### src/sv/colormap_sampler_defines.svh
// Assertion macros shared by the colormap sampler modules.
`ifndef COLORMAP_SAMPLER_DEFINES_SVH
`define COLORMAP_SAMPLER_DEFINES_SVH

// The consequent must hold in the same cycle as the antecedent.
`define CMS_ASSERT_IMPLIES(label, clk, rst, ante, cons, msg) \
   label: assert property (@(posedge clk) disable iff (rst) (ante) |-> (cons)) \
      else $error(msg);

// The consequent must hold in the cycle after the antecedent.
`define CMS_ASSERT_NEXT(label, clk, rst, ante, cons, msg) \
   label: assert property (@(posedge clk) disable iff (rst) (ante) |=> (cons)) \
      else $error(msg);

`endif

### src/sv/cms_pkg.sv
package cms_pkg;

   localparam int FRACTION_BITS_DEF = 16;

   localparam int SEL_W  = 3;
   localparam int CH_W   = 8;
   localparam int RGB_W  = 3 * CH_W;
   localparam int LEVEL_W = 18;
   localparam int REQ_W  = 24;
   localparam int RSP_W  = 24;

   localparam logic [SEL_W-1:0] SEL_HSV = 3'd7;

   localparam int NUM_STOPS  = 35;
   localparam int STOP_IDX_W = 6;
   localparam int POS_W      = 10;
   localparam int MAX_SEGS   = 8;
   localparam int NUM_MAPS   = 8;

   localparam int RECIP_SHIFT = 19;
   localparam int RECIP_W     = 13;
   localparam int QP_W        = 19;
   localparam int EST_W       = 9;
   localparam int PROD_W      = QP_W + RECIP_W;
   localparam int REM_W       = QP_W + 1;

   localparam logic [RECIP_W-1:0] RECIP_125  = RECIP_W'((1 << RECIP_SHIFT) / 125);
   localparam logic [RECIP_W-1:0] RECIP_200  = RECIP_W'((1 << RECIP_SHIFT) / 200);
   localparam logic [RECIP_W-1:0] RECIP_250  = RECIP_W'((1 << RECIP_SHIFT) / 250);
   localparam logic [RECIP_W-1:0] RECIP_333  = RECIP_W'((1 << RECIP_SHIFT) / 333);
   localparam logic [RECIP_W-1:0] RECIP_334  = RECIP_W'((1 << RECIP_SHIFT) / 334);
   localparam logic [RECIP_W-1:0] RECIP_1000 = RECIP_W'((1 << RECIP_SHIFT) / 1000);

   typedef enum logic [2:0] {
      SPAN_125  = 3'd0,
      SPAN_200  = 3'd1,
      SPAN_250  = 3'd2,
      SPAN_333  = 3'd3,
      SPAN_334  = 3'd4,
      SPAN_1000 = 3'd5
   } span_type;

   typedef struct packed {
      logic s5_load;
      logic s6_load;
      logic s7_load;
      logic s6_full;
   } cms_adv_type;

   localparam logic [POS_W-1:0] STOP_POS [NUM_STOPS] = '{
      10'd0, 10'd125, 10'd375, 10'd500, 10'd625, 10'd875, 10'd1000,
      10'd0, 10'd200, 10'd400, 10'd600, 10'd800, 10'd1000,
      10'd0, 10'd125, 10'd250, 10'd375, 10'd500, 10'd625, 10'd750, 10'd875, 10'd1000,
      10'd0, 10'd250, 10'd500, 10'd750, 10'd1000,
      10'd0, 10'd333, 10'd666, 10'd1000,
      10'd0, 10'd1000,
      10'd0, 10'd1000
   };

   localparam logic [RGB_W-1:0] STOP_RGB [NUM_STOPS] = '{
      24'h000080, 24'h0000FF, 24'h00FFFF, 24'h00FF00, 24'hFFFF00, 24'hFF0000, 24'h800000,
      24'h352A87, 24'h1263DF, 24'h04A3BB, 24'h51BC78, 24'hE5B841, 24'hF9FB0E,
      24'h30123B, 24'h466BE3, 24'h29BFEC, 24'h28E598, 24'h91F642, 24'hE2DE35,
      24'hF99627, 24'hDB421A, 24'h7A0B04,
      24'h440154, 24'h3B528B, 24'h21918C, 24'h5EC961, 24'hFDE725,
      24'h000000, 24'hE60000, 24'hFFE600, 24'hFFFFFF,
      24'h00FFFF, 24'hFF00FF,
      24'h000000, 24'hFFFFFF
   };

   localparam logic [STOP_IDX_W-1:0] MAP_FIRST [NUM_MAPS] = '{
      6'd0, 6'd7, 6'd13, 6'd22, 6'd27, 6'd31, 6'd33, 6'd33
   };

   localparam logic [STOP_IDX_W-1:0] MAP_LAST [NUM_MAPS] = '{
      6'd6, 6'd12, 6'd21, 6'd26, 6'd30, 6'd32, 6'd34, 6'd34
   };

   function automatic span_type span_code(input logic [POS_W-1:0] diff);
      span_type code;
      case (diff)
         10'd125: code = SPAN_125;
         10'd200: code = SPAN_200;
         10'd250: code = SPAN_250;
         10'd333: code = SPAN_333;
         10'd334: code = SPAN_334;
         default: code = SPAN_1000;
      endcase
      return code;
   endfunction

   function automatic logic [POS_W-1:0] span_value(input span_type code);
      logic [POS_W-1:0] value;
      case (code)
         SPAN_125: value = 10'd125;
         SPAN_200: value = 10'd200;
         SPAN_250: value = 10'd250;
         SPAN_333: value = 10'd333;
         SPAN_334: value = 10'd334;
         default:  value = 10'd1000;
      endcase
      return value;
   endfunction

   function automatic logic [RECIP_W-1:0] span_recip(input span_type code);
      logic [RECIP_W-1:0] value;
      case (code)
         SPAN_125: value = RECIP_125;
         SPAN_200: value = RECIP_200;
         SPAN_250: value = RECIP_250;
         SPAN_333: value = RECIP_333;
         SPAN_334: value = RECIP_334;
         default:  value = RECIP_1000;
      endcase
      return value;
   endfunction

endpackage

### src/sv/cms_lerp_chan.sv
`include "colormap_sampler_defines.svh"

module cms_lerp_chan #(
   parameter int FRACTION_BITS = cms_pkg::FRACTION_BITS_DEF
) (
   input  logic                                   clock,
   input  logic                                   reset,
   input  cms_pkg::cms_adv_type                   adv,
   input  logic [FRACTION_BITS+9:0]               num,
   input  logic [cms_pkg::CH_W-1:0]               ca,
   input  logic signed [cms_pkg::CH_W:0]          dc,
   input  cms_pkg::span_type                      span,
   input  logic                                   is_hsv,
   input  logic [cms_pkg::CH_W-1:0]               hsv_val,
   output logic [cms_pkg::CH_W-1:0]               chan
);
   import cms_pkg::*;

   localparam int T_W   = FRACTION_BITS + 20;

   logic signed [T_W-1:0] dc_ext;
   logic signed [T_W-1:0] num_ext;
   logic signed [T_W-1:0] bias;
   logic signed [T_W-1:0] t5_in;
   logic signed [T_W-1:0] t5_ff;
   logic [CH_W-1:0]       ca5_ff;
   span_type              span5_ff;
   logic                  hsv5_ff;
   logic [CH_W-1:0]       hsvval5_ff;

   logic signed [T_W-1:0] q_s;
   logic signed [T_W-1:0] qp_full;
   logic [QP_W-1:0]       qp6_in;
   logic [PROD_W-1:0]     prod;
   logic [EST_W-1:0]      est6_in;
   logic [QP_W-1:0]       qp6_ff;
   logic [EST_W-1:0]      est6_ff;
   logic [CH_W-1:0]       ca6_ff;
   span_type              span6_ff;
   logic                  hsv6_ff;
   logic [CH_W-1:0]       hsvval6_ff;

   logic [REM_W-1:0]      back;
   logic [REM_W-1:0]      rem;
   logic [REM_W-1:0]      span6_ext;
   logic                  corr;
   logic [CH_W-1:0]       chan_in;
   logic [CH_W-1:0]       chan_ff;

   always_comb begin
      dc_ext  = T_W'(dc);
      num_ext = T_W'({1'b0, num});
      bias    = T_W'(span_value(span)) <<< (FRACTION_BITS - 1);
      t5_in   = dc_ext * num_ext + bias;
   end

   always_ff @(posedge clock) begin
      if (adv.s5_load) begin
         t5_ff      <= t5_in;
         ca5_ff     <= ca;
         span5_ff   <= span;
         hsv5_ff    <= is_hsv;
         hsvval5_ff <= hsv_val;
      end
   end

   always_comb begin
      q_s     = t5_ff >>> FRACTION_BITS;
      qp_full = q_s + T_W'({span_value(span5_ff), 8'b0});
      qp6_in  = qp_full[QP_W-1:0];
      prod    = PROD_W'(qp6_in) * PROD_W'(span_recip(span5_ff));
      est6_in = prod[RECIP_SHIFT+EST_W-1:RECIP_SHIFT];
   end

   always_ff @(posedge clock) begin
      if (adv.s6_load) begin
         qp6_ff     <= qp6_in;
         est6_ff    <= est6_in;
         ca6_ff     <= ca5_ff;
         span6_ff   <= span5_ff;
         hsv6_ff    <= hsv5_ff;
         hsvval6_ff <= hsvval5_ff;
      end
   end

   always_comb begin
      span6_ext = REM_W'(span_value(span6_ff));
      back      = REM_W'(est6_ff) * span6_ext;
      rem       = REM_W'(qp6_ff) - back;
      corr      = (rem >= span6_ext);
      if (hsv6_ff) begin
         chan_in = hsvval6_ff;
      end else begin
         chan_in = ca6_ff + est6_ff[CH_W-1:0] + CH_W'(corr);
      end
   end

   always_ff @(posedge clock) begin
      if (adv.s7_load) begin
         chan_ff <= chan_in;
      end
   end

   assign chan = chan_ff;

   `CMS_ASSERT_IMPLIES(a_quot_close, clock, reset, adv.s6_full && !hsv6_ff, (back <= REM_W'(qp6_ff)) && (rem < (span6_ext << 1)), "reciprocal quotient estimate is off by more than one")

endmodule

### src/sv/colormap_sampler.sv
// Colormap sampler: turns one scalar level into an 8-bit RGB color.
// The request channel (req_*) carries an 18-bit signed level with FRACTION_BITS
// fraction bits; it is clamped to the range zero to one before use.
// The response channel (rsp_*) returns red, green and blue for every item.
// The csr_* channel writes the 3-bit colormap select; it is always ready and
// should only be written while no item is in flight.
// Seven maps interpolate between constant color stops with round to nearest;
// map seven converts the level as a hue at full saturation and value.
// The datapath is a seven-stage pipeline: an accepted item moves through the
// stage registers one to seven in order, rsp_tvalid is the valid bit of the
// seventh stage, and one item per cycle is sustained while rsp_tready is high.
// The stage count is set by the stop search and the divide by the segment
// span, done as a reciprocal multiply followed by a one-step correction.
// Each stage has its own valid bit, so bubbles collapse while the receiver
// stalls and req_tready only drops once every stage holds an item.
// Reset empties the pipeline and selects the first map.
`include "colormap_sampler_defines.svh"

module colormap_sampler #(
   parameter int FRACTION_BITS = cms_pkg::FRACTION_BITS_DEF
) (
   input  logic                          clock,
   input  logic                          reset,
   input  logic                          req_tvalid,
   output logic                          req_tready,
   // [17:0] level, [23:18] zero
   input  logic [cms_pkg::REQ_W-1:0]     req_tdata,
   output logic                          rsp_tvalid,
   input  logic                          rsp_tready,
   // [7:0] red, [15:8] green, [23:16] blue
   output logic [cms_pkg::RSP_W-1:0]     rsp_tdata,
   input  logic                          csr_valid,
   output logic                          csr_ready,
   input  logic [cms_pkg::SEL_W-1:0]     csr_data
);
   import cms_pkg::*;

   localparam int LV_W   = FRACTION_BITS + 1;
   localparam int EXT_W  = (FRACTION_BITS + 2 > LEVEL_W) ? FRACTION_BITS + 2 : LEVEL_W;
   localparam int SC_W   = FRACTION_BITS + 11;
   localparam int H_W    = FRACTION_BITS + 3;
   localparam int RISE_W = FRACTION_BITS + 9;
   localparam int NUM_W  = FRACTION_BITS + 10;
   localparam logic [EXT_W-1:0] ONE_EXT = EXT_W'(1) << FRACTION_BITS;

   logic [SEL_W-1:0]      sel_ff;

   logic [7:1]            valid_ff;
   logic [7:1]            valid_in;
   logic [8:1]            stage_ready;
   cms_adv_type           adv;

   logic [LEVEL_W-1:0]    level;
   logic [EXT_W-1:0]      lvl_ext;
   logic [LV_W-1:0]       lv1_in;
   logic [LV_W-1:0]       lv1_ff;
   logic [SEL_W-1:0]      sel1_ff;

   logic [SC_W-1:0]       scaled2_in;
   logic [SC_W-1:0]       scaled2_ff;
   logic [H_W-1:0]        h2_in;
   logic [H_W-1:0]        h2_ff;
   logic [SEL_W-1:0]      sel2_ff;

   logic [RISE_W-1:0]     rise_sum;
   logic [CH_W-1:0]       rise;
   logic [CH_W-1:0]       fall;
   logic [2:0]            sector;
   logic [RGB_W-1:0]      hsv3_in;
   logic [STOP_IDX_W-1:0] first_idx;
   logic [STOP_IDX_W-1:0] last_idx;
   logic [STOP_IDX_W-1:0] cand;
   logic [STOP_IDX_W-1:0] b3_in;
   logic                  found;
   logic [STOP_IDX_W-1:0] b3_ff;
   logic [SC_W-1:0]       scaled3_ff;
   logic [RGB_W-1:0]      hsv3_ff;
   logic [SEL_W-1:0]      sel3_ff;

   logic [STOP_IDX_W-1:0] a_idx;
   logic [POS_W-1:0]      pos_a;
   logic [POS_W-1:0]      pos_b;
   logic [RGB_W-1:0]      rgb_a;
   logic [RGB_W-1:0]      rgb_b;
   logic [SC_W-1:0]       num_full;
   logic [NUM_W-1:0]      num4_ff;
   logic [RGB_W-1:0]      ca4_ff;
   logic [RGB_W-1:0]      cb4_ff;
   span_type              span4_in;
   span_type              span4_ff;
   logic                  hsv4_flag_ff;
   logic [RGB_W-1:0]      hsv4_ff;
   logic signed [CH_W:0]  dc4 [3];

   assign csr_ready = 1'b1;

   always_ff @(posedge clock) begin
      if (reset) begin
         sel_ff <= '0;
      end else if (csr_valid) begin
         sel_ff <= csr_data;
      end
   end

   always_comb begin
      stage_ready[8] = rsp_tready;
      for (int i = 7; i >= 1; i--) begin
         stage_ready[i] = !valid_ff[i] || stage_ready[i+1];
      end
      valid_in = (stage_ready[7:1] & {valid_ff[6:1], req_tvalid})
               | (~stage_ready[7:1] & valid_ff);
      adv.s5_load = stage_ready[5];
      adv.s6_load = stage_ready[6];
      adv.s7_load = stage_ready[7];
      adv.s6_full = valid_ff[6];
   end

   always_ff @(posedge clock) begin
      if (reset) begin
         valid_ff <= '0;
      end else begin
         valid_ff <= valid_in;
      end
   end

   assign req_tready = stage_ready[1];
   assign rsp_tvalid = valid_ff[7];

   always_comb begin
      level   = req_tdata[LEVEL_W-1:0];
      lvl_ext = EXT_W'($signed(level));
      if (level[LEVEL_W-1]) begin
         lv1_in = '0;
      end else if (lvl_ext > ONE_EXT) begin
         lv1_in = ONE_EXT[LV_W-1:0];
      end else begin
         lv1_in = lvl_ext[LV_W-1:0];
      end
   end

   always_ff @(posedge clock) begin
      if (stage_ready[1]) begin
         lv1_ff  <= lv1_in;
         sel1_ff <= sel_ff;
      end
   end

   assign scaled2_in = SC_W'(lv1_ff) * SC_W'(1000);
   assign h2_in      = H_W'(lv1_ff) * H_W'(6);

   always_ff @(posedge clock) begin
      if (stage_ready[2]) begin
         scaled2_ff <= scaled2_in;
         h2_ff      <= h2_in;
         sel2_ff    <= sel1_ff;
      end
   end

   always_comb begin
      rise_sum = RISE_W'(h2_ff[FRACTION_BITS-1:0]) * RISE_W'(255)
               + (RISE_W'(1) << (FRACTION_BITS - 1));
      rise     = rise_sum[FRACTION_BITS+CH_W-1:FRACTION_BITS];
      fall     = 8'd255 - rise;
      sector   = h2_ff[FRACTION_BITS+2:FRACTION_BITS];
      case (sector)
         3'd0:    hsv3_in = {8'd0, rise, 8'd255};
         3'd1:    hsv3_in = {8'd0, 8'd255, fall};
         3'd2:    hsv3_in = {rise, 8'd255, 8'd0};
         3'd3:    hsv3_in = {8'd255, fall, 8'd0};
         3'd4:    hsv3_in = {8'd255, 8'd0, rise};
         3'd5:    hsv3_in = {fall, 8'd0, 8'd255};
         default: hsv3_in = {8'd0, 8'd0, 8'd255};
      endcase
   end

   always_comb begin
      first_idx = MAP_FIRST[sel2_ff];
      last_idx  = MAP_LAST[sel2_ff];
      b3_in     = last_idx;
      found     = 1'b0;
      cand      = last_idx;
      for (int k = 0; k < MAX_SEGS; k++) begin
         cand = first_idx + STOP_IDX_W'(k + 1);
         if (cand > last_idx) begin
            cand = last_idx;
         end
         if (!found && (scaled2_ff <= (SC_W'(STOP_POS[cand]) << FRACTION_BITS))) begin
            b3_in = cand;
            found = 1'b1;
         end
      end
   end

   always_ff @(posedge clock) begin
      if (stage_ready[3]) begin
         b3_ff      <= b3_in;
         scaled3_ff <= scaled2_ff;
         hsv3_ff    <= hsv3_in;
         sel3_ff    <= sel2_ff;
      end
   end

   always_comb begin
      a_idx     = b3_ff - STOP_IDX_W'(1);
      pos_a     = STOP_POS[a_idx];
      pos_b     = STOP_POS[b3_ff];
      rgb_a     = STOP_RGB[a_idx];
      rgb_b     = STOP_RGB[b3_ff];
      num_full  = scaled3_ff - (SC_W'(pos_a) << FRACTION_BITS);
      span4_in  = span_code(pos_b - pos_a);
   end

   always_ff @(posedge clock) begin
      if (stage_ready[4]) begin
         num4_ff      <= num_full[NUM_W-1:0];
         ca4_ff       <= rgb_a;
         cb4_ff       <= rgb_b;
         span4_ff     <= span4_in;
         hsv4_flag_ff <= (sel3_ff == SEL_HSV);
         hsv4_ff      <= hsv3_ff;
      end
   end

   // Stop colors are stored as {red, green, blue}; hue colors as {blue, green, red}.
   for (genvar c = 0; c < 3; c++) begin : g_chan
      assign dc4[c] = $signed({1'b0, cb4_ff[RGB_W-1-c*CH_W -: CH_W]})
                    - $signed({1'b0, ca4_ff[RGB_W-1-c*CH_W -: CH_W]});

      cms_lerp_chan #(
         .FRACTION_BITS (FRACTION_BITS)
      ) u_chan (
         .clock   (clock),
         .reset   (reset),
         .adv     (adv),
         .num     (num4_ff),
         .ca      (ca4_ff[RGB_W-1-c*CH_W -: CH_W]),
         .dc      (dc4[c]),
         .span    (span4_ff),
         .is_hsv  (hsv4_flag_ff),
         .hsv_val (hsv4_ff[c*CH_W +: CH_W]),
         .chan    (rsp_tdata[c*CH_W +: CH_W])
      );
   end

   `CMS_ASSERT_IMPLIES(a_full_stall, clock, reset, (&valid_ff) && !rsp_tready, !req_tready, "input taken while every stage is full and stalled")
   `CMS_ASSERT_IMPLIES(a_seg_range, clock, reset, valid_ff[3] && (sel3_ff != SEL_HSV), (b3_ff > MAP_FIRST[sel3_ff]) && (b3_ff <= MAP_LAST[sel3_ff]), "segment end stop lies outside the selected map")
   `CMS_ASSERT_NEXT(a_reset_empty, clock, 1'b0, reset, valid_ff == '0, "pipeline not empty after reset")
   `CMS_ASSERT_NEXT(a_stage_hold, clock, reset, valid_ff[4] && !stage_ready[5], valid_ff[4], "blocked item lost from the fourth stage")

endmodule

### config.mk
export PLATFORM = sky130hd
export DESIGN_NAME = colormap_sampler
export DESIGN_NICKNAME = d
export VERILOG_FILES = /design/src/sv/cms_pkg.sv /design/src/sv/cms_lerp_chan.sv /design/src/sv/colormap_sampler.sv
export VERILOG_INCLUDE_DIRS = /design/src /design/src/sv
export SDC_FILE = /design/constraint.sdc
export NUM_CORES = 2
export LEC_CHECK = 0
export ABC_AREA = 1
export BUFFER_PORTS_ARGS = -buffer_cell sky130_fd_sc_hd__buf_4
export CAP_MARGIN = 20
export CORE_MARGIN = 10
export CORE_UTILIZATION = 40
export DETAILED_ROUTE_END_ITERATION = 10
export GPL_TIMING_DRIVEN = 0
export PLACE_DENSITY_LB_ADDON = 0.15
export SETUP_SLACK_MARGIN = 0.1
export SYNTH_ARGS = -nofsm -noshare
export SYNTH_HDL_FRONTEND = slang
export SYNTH_SLANG_ARGS = --single-unit
### constraint.sdc
create_clock -name clock -period 26.7 [get_ports clock]
set_clock_uncertainty 0.2 [all_clocks]
set_input_delay 2.67 -clock clock [delete_from_list [all_inputs] [get_ports clock]]
set_output_delay 2.67 -clock clock [all_outputs]
set_load 0.05 [all_outputs]
==> impl.org <==
** Placement
- Number of buffer cells added on primary ports :: 50
- Final weighted congestion in routability-driven placement :: 0.9528
- HPWL Detailed :: approximately 220,000 um

** Clock network
- After clock tree synthesis, the repair step resized 0 gates.
- Counting the buffers created by CTS gives 60.
- Buffers inserted by post-CTS timing repair :: 0
- H-tree levels :: 2
- The root buffer cell chosen for the clock tree is clkbuf_16.
- Counting every sink on the clock net gives between 400 and 500.
- The number of hold buffers added after CTS was 0.
- The later pin in the worst-skew pair is clocked with a latency of 0.71 ns.
- Counting along the longest clock path gives a buffer depth of 3.
- Clock-pin slew was measured on the worst setup and hold paths at about 0.060 ns.
- TritonCTS built the clock tree.

** Worst setup path
- In this design, the largest share of critical-path delay is due to simple AND/OR/NAND/NOR gates.
- CP bufs+invs :: 9
- Slowest library cell on the worst path :: clkbuf_1
- Worst Path Class, Setup :: reg2reg
- The worst setup path is launched from a register.
- Data required, critical path :: 26.96 ns
- In this design, the stage delay of the slowest critical-path cell is around 0.75 ns.
- In this design, the critical path's most frequently occurring cell is nand2_1.
- CP Data Arrival Time :: roughly 12 ns
- Along the worst path, the maximum fanout reaches 10.
- The worst setup path is captured at a register.

** Synthesis
- Yosys mapped a number of flops with a built-in enable equal to around 490.
- Total nets after synthesis :: around 12,000
- By area the synthesized netlist is led by fa_1, edfxtp_1, ha_1.
- Portion of synthesized cell area occupied by the leading cell type :: between 30 and 40%
- Ys flop type :: edfxtp_1
- Yosys printed 0 warnings.
- The synthesized design contains 498 register bits.
- Average cell area after synthesis :: between 8 and 9 um2
- Share of flip-flops with an asynchronous set or reset :: 0%
- The cell area that synthesis handed to floorplanning was 0.08371 mm2.
- Of the synthesized area, sequential elements account for 17.74%.
- Yosys mapped the design onto between 60 and 70 distinct sky130hd cell types.
- Post-Synthesis Cells :: 10,018
- The synthesized design spends more area on one cell type than any other, namely fa_1.

** Route
- Via total after detailed routing :: 66,143
- Wirelength per Cell :: roughly 20 um
- After detailed routing, the number of vias per cell comes to just over 5.
- Wirelength, routed :: approximately 270,000 um
- # DRC :: 0
- First-pass DRT Iterations :: 6
- Once detail routing completed, the nets flagged for antenna violations numbered 0.
- The first routing iteration left around 4,000 violations.

** STA
- At the pin with the least slew margin, the transition time is 1.212 ns.
- Setup repair after global routing missed its margin :: no
- The total count of hold-check failures in the final report was 0.
- Setup violations remaining at the end of the flow were counted as 0.
- Counting I/O delays and the setup requirement, the final critical path takes around 11 ns.
- Based on the critical path, the design can be clocked at up to 88.47 MHz.
- Max transition margin :: between 10% and 20%
- Max-slew violation total from the final report :: 0
- In the final timing run, aggregate negative setup slack is 0 ns.
- Tcrit/Tclk final :: 42.34%

** Floorplan
- For this design the top-level I/O count stands at between 50 and 60.
- The die is 477.5 um wide.
- Num rows :: approximately 170
- Area of the core region :: 0.2077 mm2
- The die covers approximately 0.23 mm2.
- For this configuration, the core starts out at a cell density of between 40 and 50%.
- In this run the vertical extent of the chip is approximately 480 um.

** Global routing
- Global-route total usage across every layer :: ~23%
- The via count of the first global-routing pass was just under 70,000.
- The initial antenna violation count was 7.
- Total overflow reported by the global router :: 0
- Maximum number of pins on one net before global-route repair :: 102
- First-pass GRT wire length :: 413,300 um

** Outcome
- Outcome :: finished, final reports clean

** Cells and area
- From synthesis to final layout, the design area changed by 7.309%.
- The final layout contains between 10,000 and 15,000 nets.
- Ratio of cells with drive above 1 in the final layout :: under 10%
- Filler cells :: roughly 21,000
- The largest registers in the layout are g_chan.u_chan.qp6_ff: 57 flops, g_chan.u_chan.t5_ff: 57 flops, g_chan.u_chan.est6_ff: 27 flops.

** Worst hold path
- The tightest min-delay check is of the reg2reg type.

** Flow run
- Max-Cap Viols :: 0
-- final timing paths --
| path | from | to | slack, ns | cells past startpoint |
|---|---|---|---|---|
| setup / recovery | g_chan[2].u_chan.span5_ff[1] | g_chan[0].u_chan.est6_ff[7] | 15.40 | 41 |
| hold reg to reg | g_chan[2].u_chan.ca5_ff[1] | g_chan[2].u_chan.ca6_ff[1] | 0.17 | 0 |
| setup reg to reg | g_chan[2].u_chan.span5_ff[1] | g_chan[0].u_chan.est6_ff[7] | 15.40 | 41 |
| hold / removal | g_chan[2].u_chan.ca5_ff[1] | g_chan[2].u_chan.ca6_ff[1] | 0.17 | 0 |
-- Yosys cell counts (10+ instances only) --
| cell | n |
|---|---|
| o221ai_1 | 20 |
| buf_1 | 20 |
| o211ai_1 | 52 |
| a31oi_1 | 37 |
| xnor2_1 | 73 |
| dfxtp_1 | 10 |
| a21boi_0 | 14 |
| a21oi_1 | 447 |
| xor2_1 | 183 |
| clkbuf_1 | 215 |
| nand2_2 | 20 |
| a211oi_1 | 22 |
| nand4_1 | 41 |
| a21o_1 | 16 |
| edfxtp_1 | 488 |
| fa_1 | 1259 |
| o21ai_0 | 347 |
| o31ai_1 | 32 |
| nand2_1 | 1947 |
| o21a_1 | 22 |
| nor4_1 | 17 |
| ha_1 | 937 |
| o22ai_1 | 13 |
| o311ai_0 | 10 |
| nor3_1 | 53 |
| o2111ai_1 | 10 |
| or2_2 | 35 |
| o21ai_1 | 22 |
| nand3_1 | 266 |
| nor2_1 | 906 |
| inv_2 | 16 |
| clkinv_1 | 29 |
| inv_1 | 2326 |
| o21bai_1 | 24 |
-- worst register-to-register path: cells and delay by family, from the launching register on --
kind	cells	cell delay (ns)
and+or+nand+nor	17	2.92
adders and majority gates	7	2.84
AOI/OAI and AO/OA	6	1.02
xor gates and xnor gates	2	1.10
DFF	1	0.56
buffers and inverters	9	2.42
-- layer usage --
layer | vias up | global-route usage [%] | wire (um)
met5 | - | 0 | 21
met4 | 4 | 9.627 | 13650
met3 | 446 | 3.093 | 14510
met2 | 1905 | 39.36 | 126300
met1 | 32606 | 29.70 | 111900
li1 | 31182 | - | -
-- cell type report --
type	count	area [um2]	share of cell area, %
clock buffer	66	1534	1.708
sequential	498	14850	16.54
timing repair buffer	64	599.3	0.6672
buffer	253	999.7	1.113
clock inverter	44	474.2	0.5279
antenna	4	10.01	0.01114
multi-input combinational	6895	58960	65.63
inverter	2372	8916	9.925
tap	2788	3488	3.883
-- kinds of logic after synthesis --
logic type	share of synthesized area (%)
flops	17.74
buf+inv	11.83
fa+ha+maj	44.11
simple gates	15.86
xor+xnor	2.726
other cells	0.004480
compound gates	7.715
-- metrics by stage --
step	util, %	instance area [um2]	hold WS [ns]	setup slack, ns	std cells
floorplan	-	83710	0.2003	11.19	10018
global placement	42.17	87580	0.2026	6.834	12856
detailed placement	42.26	87770	0.2045	14.72	12866
CTS	43.23	89780	0.1748	14.72	12976
global route	43.25	89820	0.1767	15.06	12981
finish	43.25	89830	0.1703	15.40	12984
-- cells in the final DEF (no fill, tap or decap), drive strengths merged, types with 7 or more instances in the layout --
cell / synthesis / routed
inv: 2343 / 2352
nand2: 1972 / 1972
fa: 1259 / 1259
ha: 937 / 937
nor2: 909 / 909
edfxtp: 488 / 488
a21oi: 449 / 449
o21ai: 380 / 380
clkbuf: 218 / 284
nand3: 269 / 269
xor2: 184 / 184
buf: 35 / 99
xnor2: 73 / 73
nor3: 54 / 54
clkinv: 29 / 53
o211ai: 52 / 52
nand4: 42 / 42
a31oi: 37 / 37
or2: 35 / 35
o31ai: 32 / 32
o21bai: 24 / 24
a211oi: 22 / 22
o21a: 22 / 22
o221ai: 20 / 20
nor4: 17 / 17
a21o: 16 / 16
a21boi: 14 / 14
o22ai: 13 / 13
o311ai: 10 / 10
o2111ai: 10 / 10
dfxtp: 10 / 10
and2: 7 / 7
Power is not shown: default switching activity piles up to over one toggle a cycle in this logic, so the estimate is an artifact.
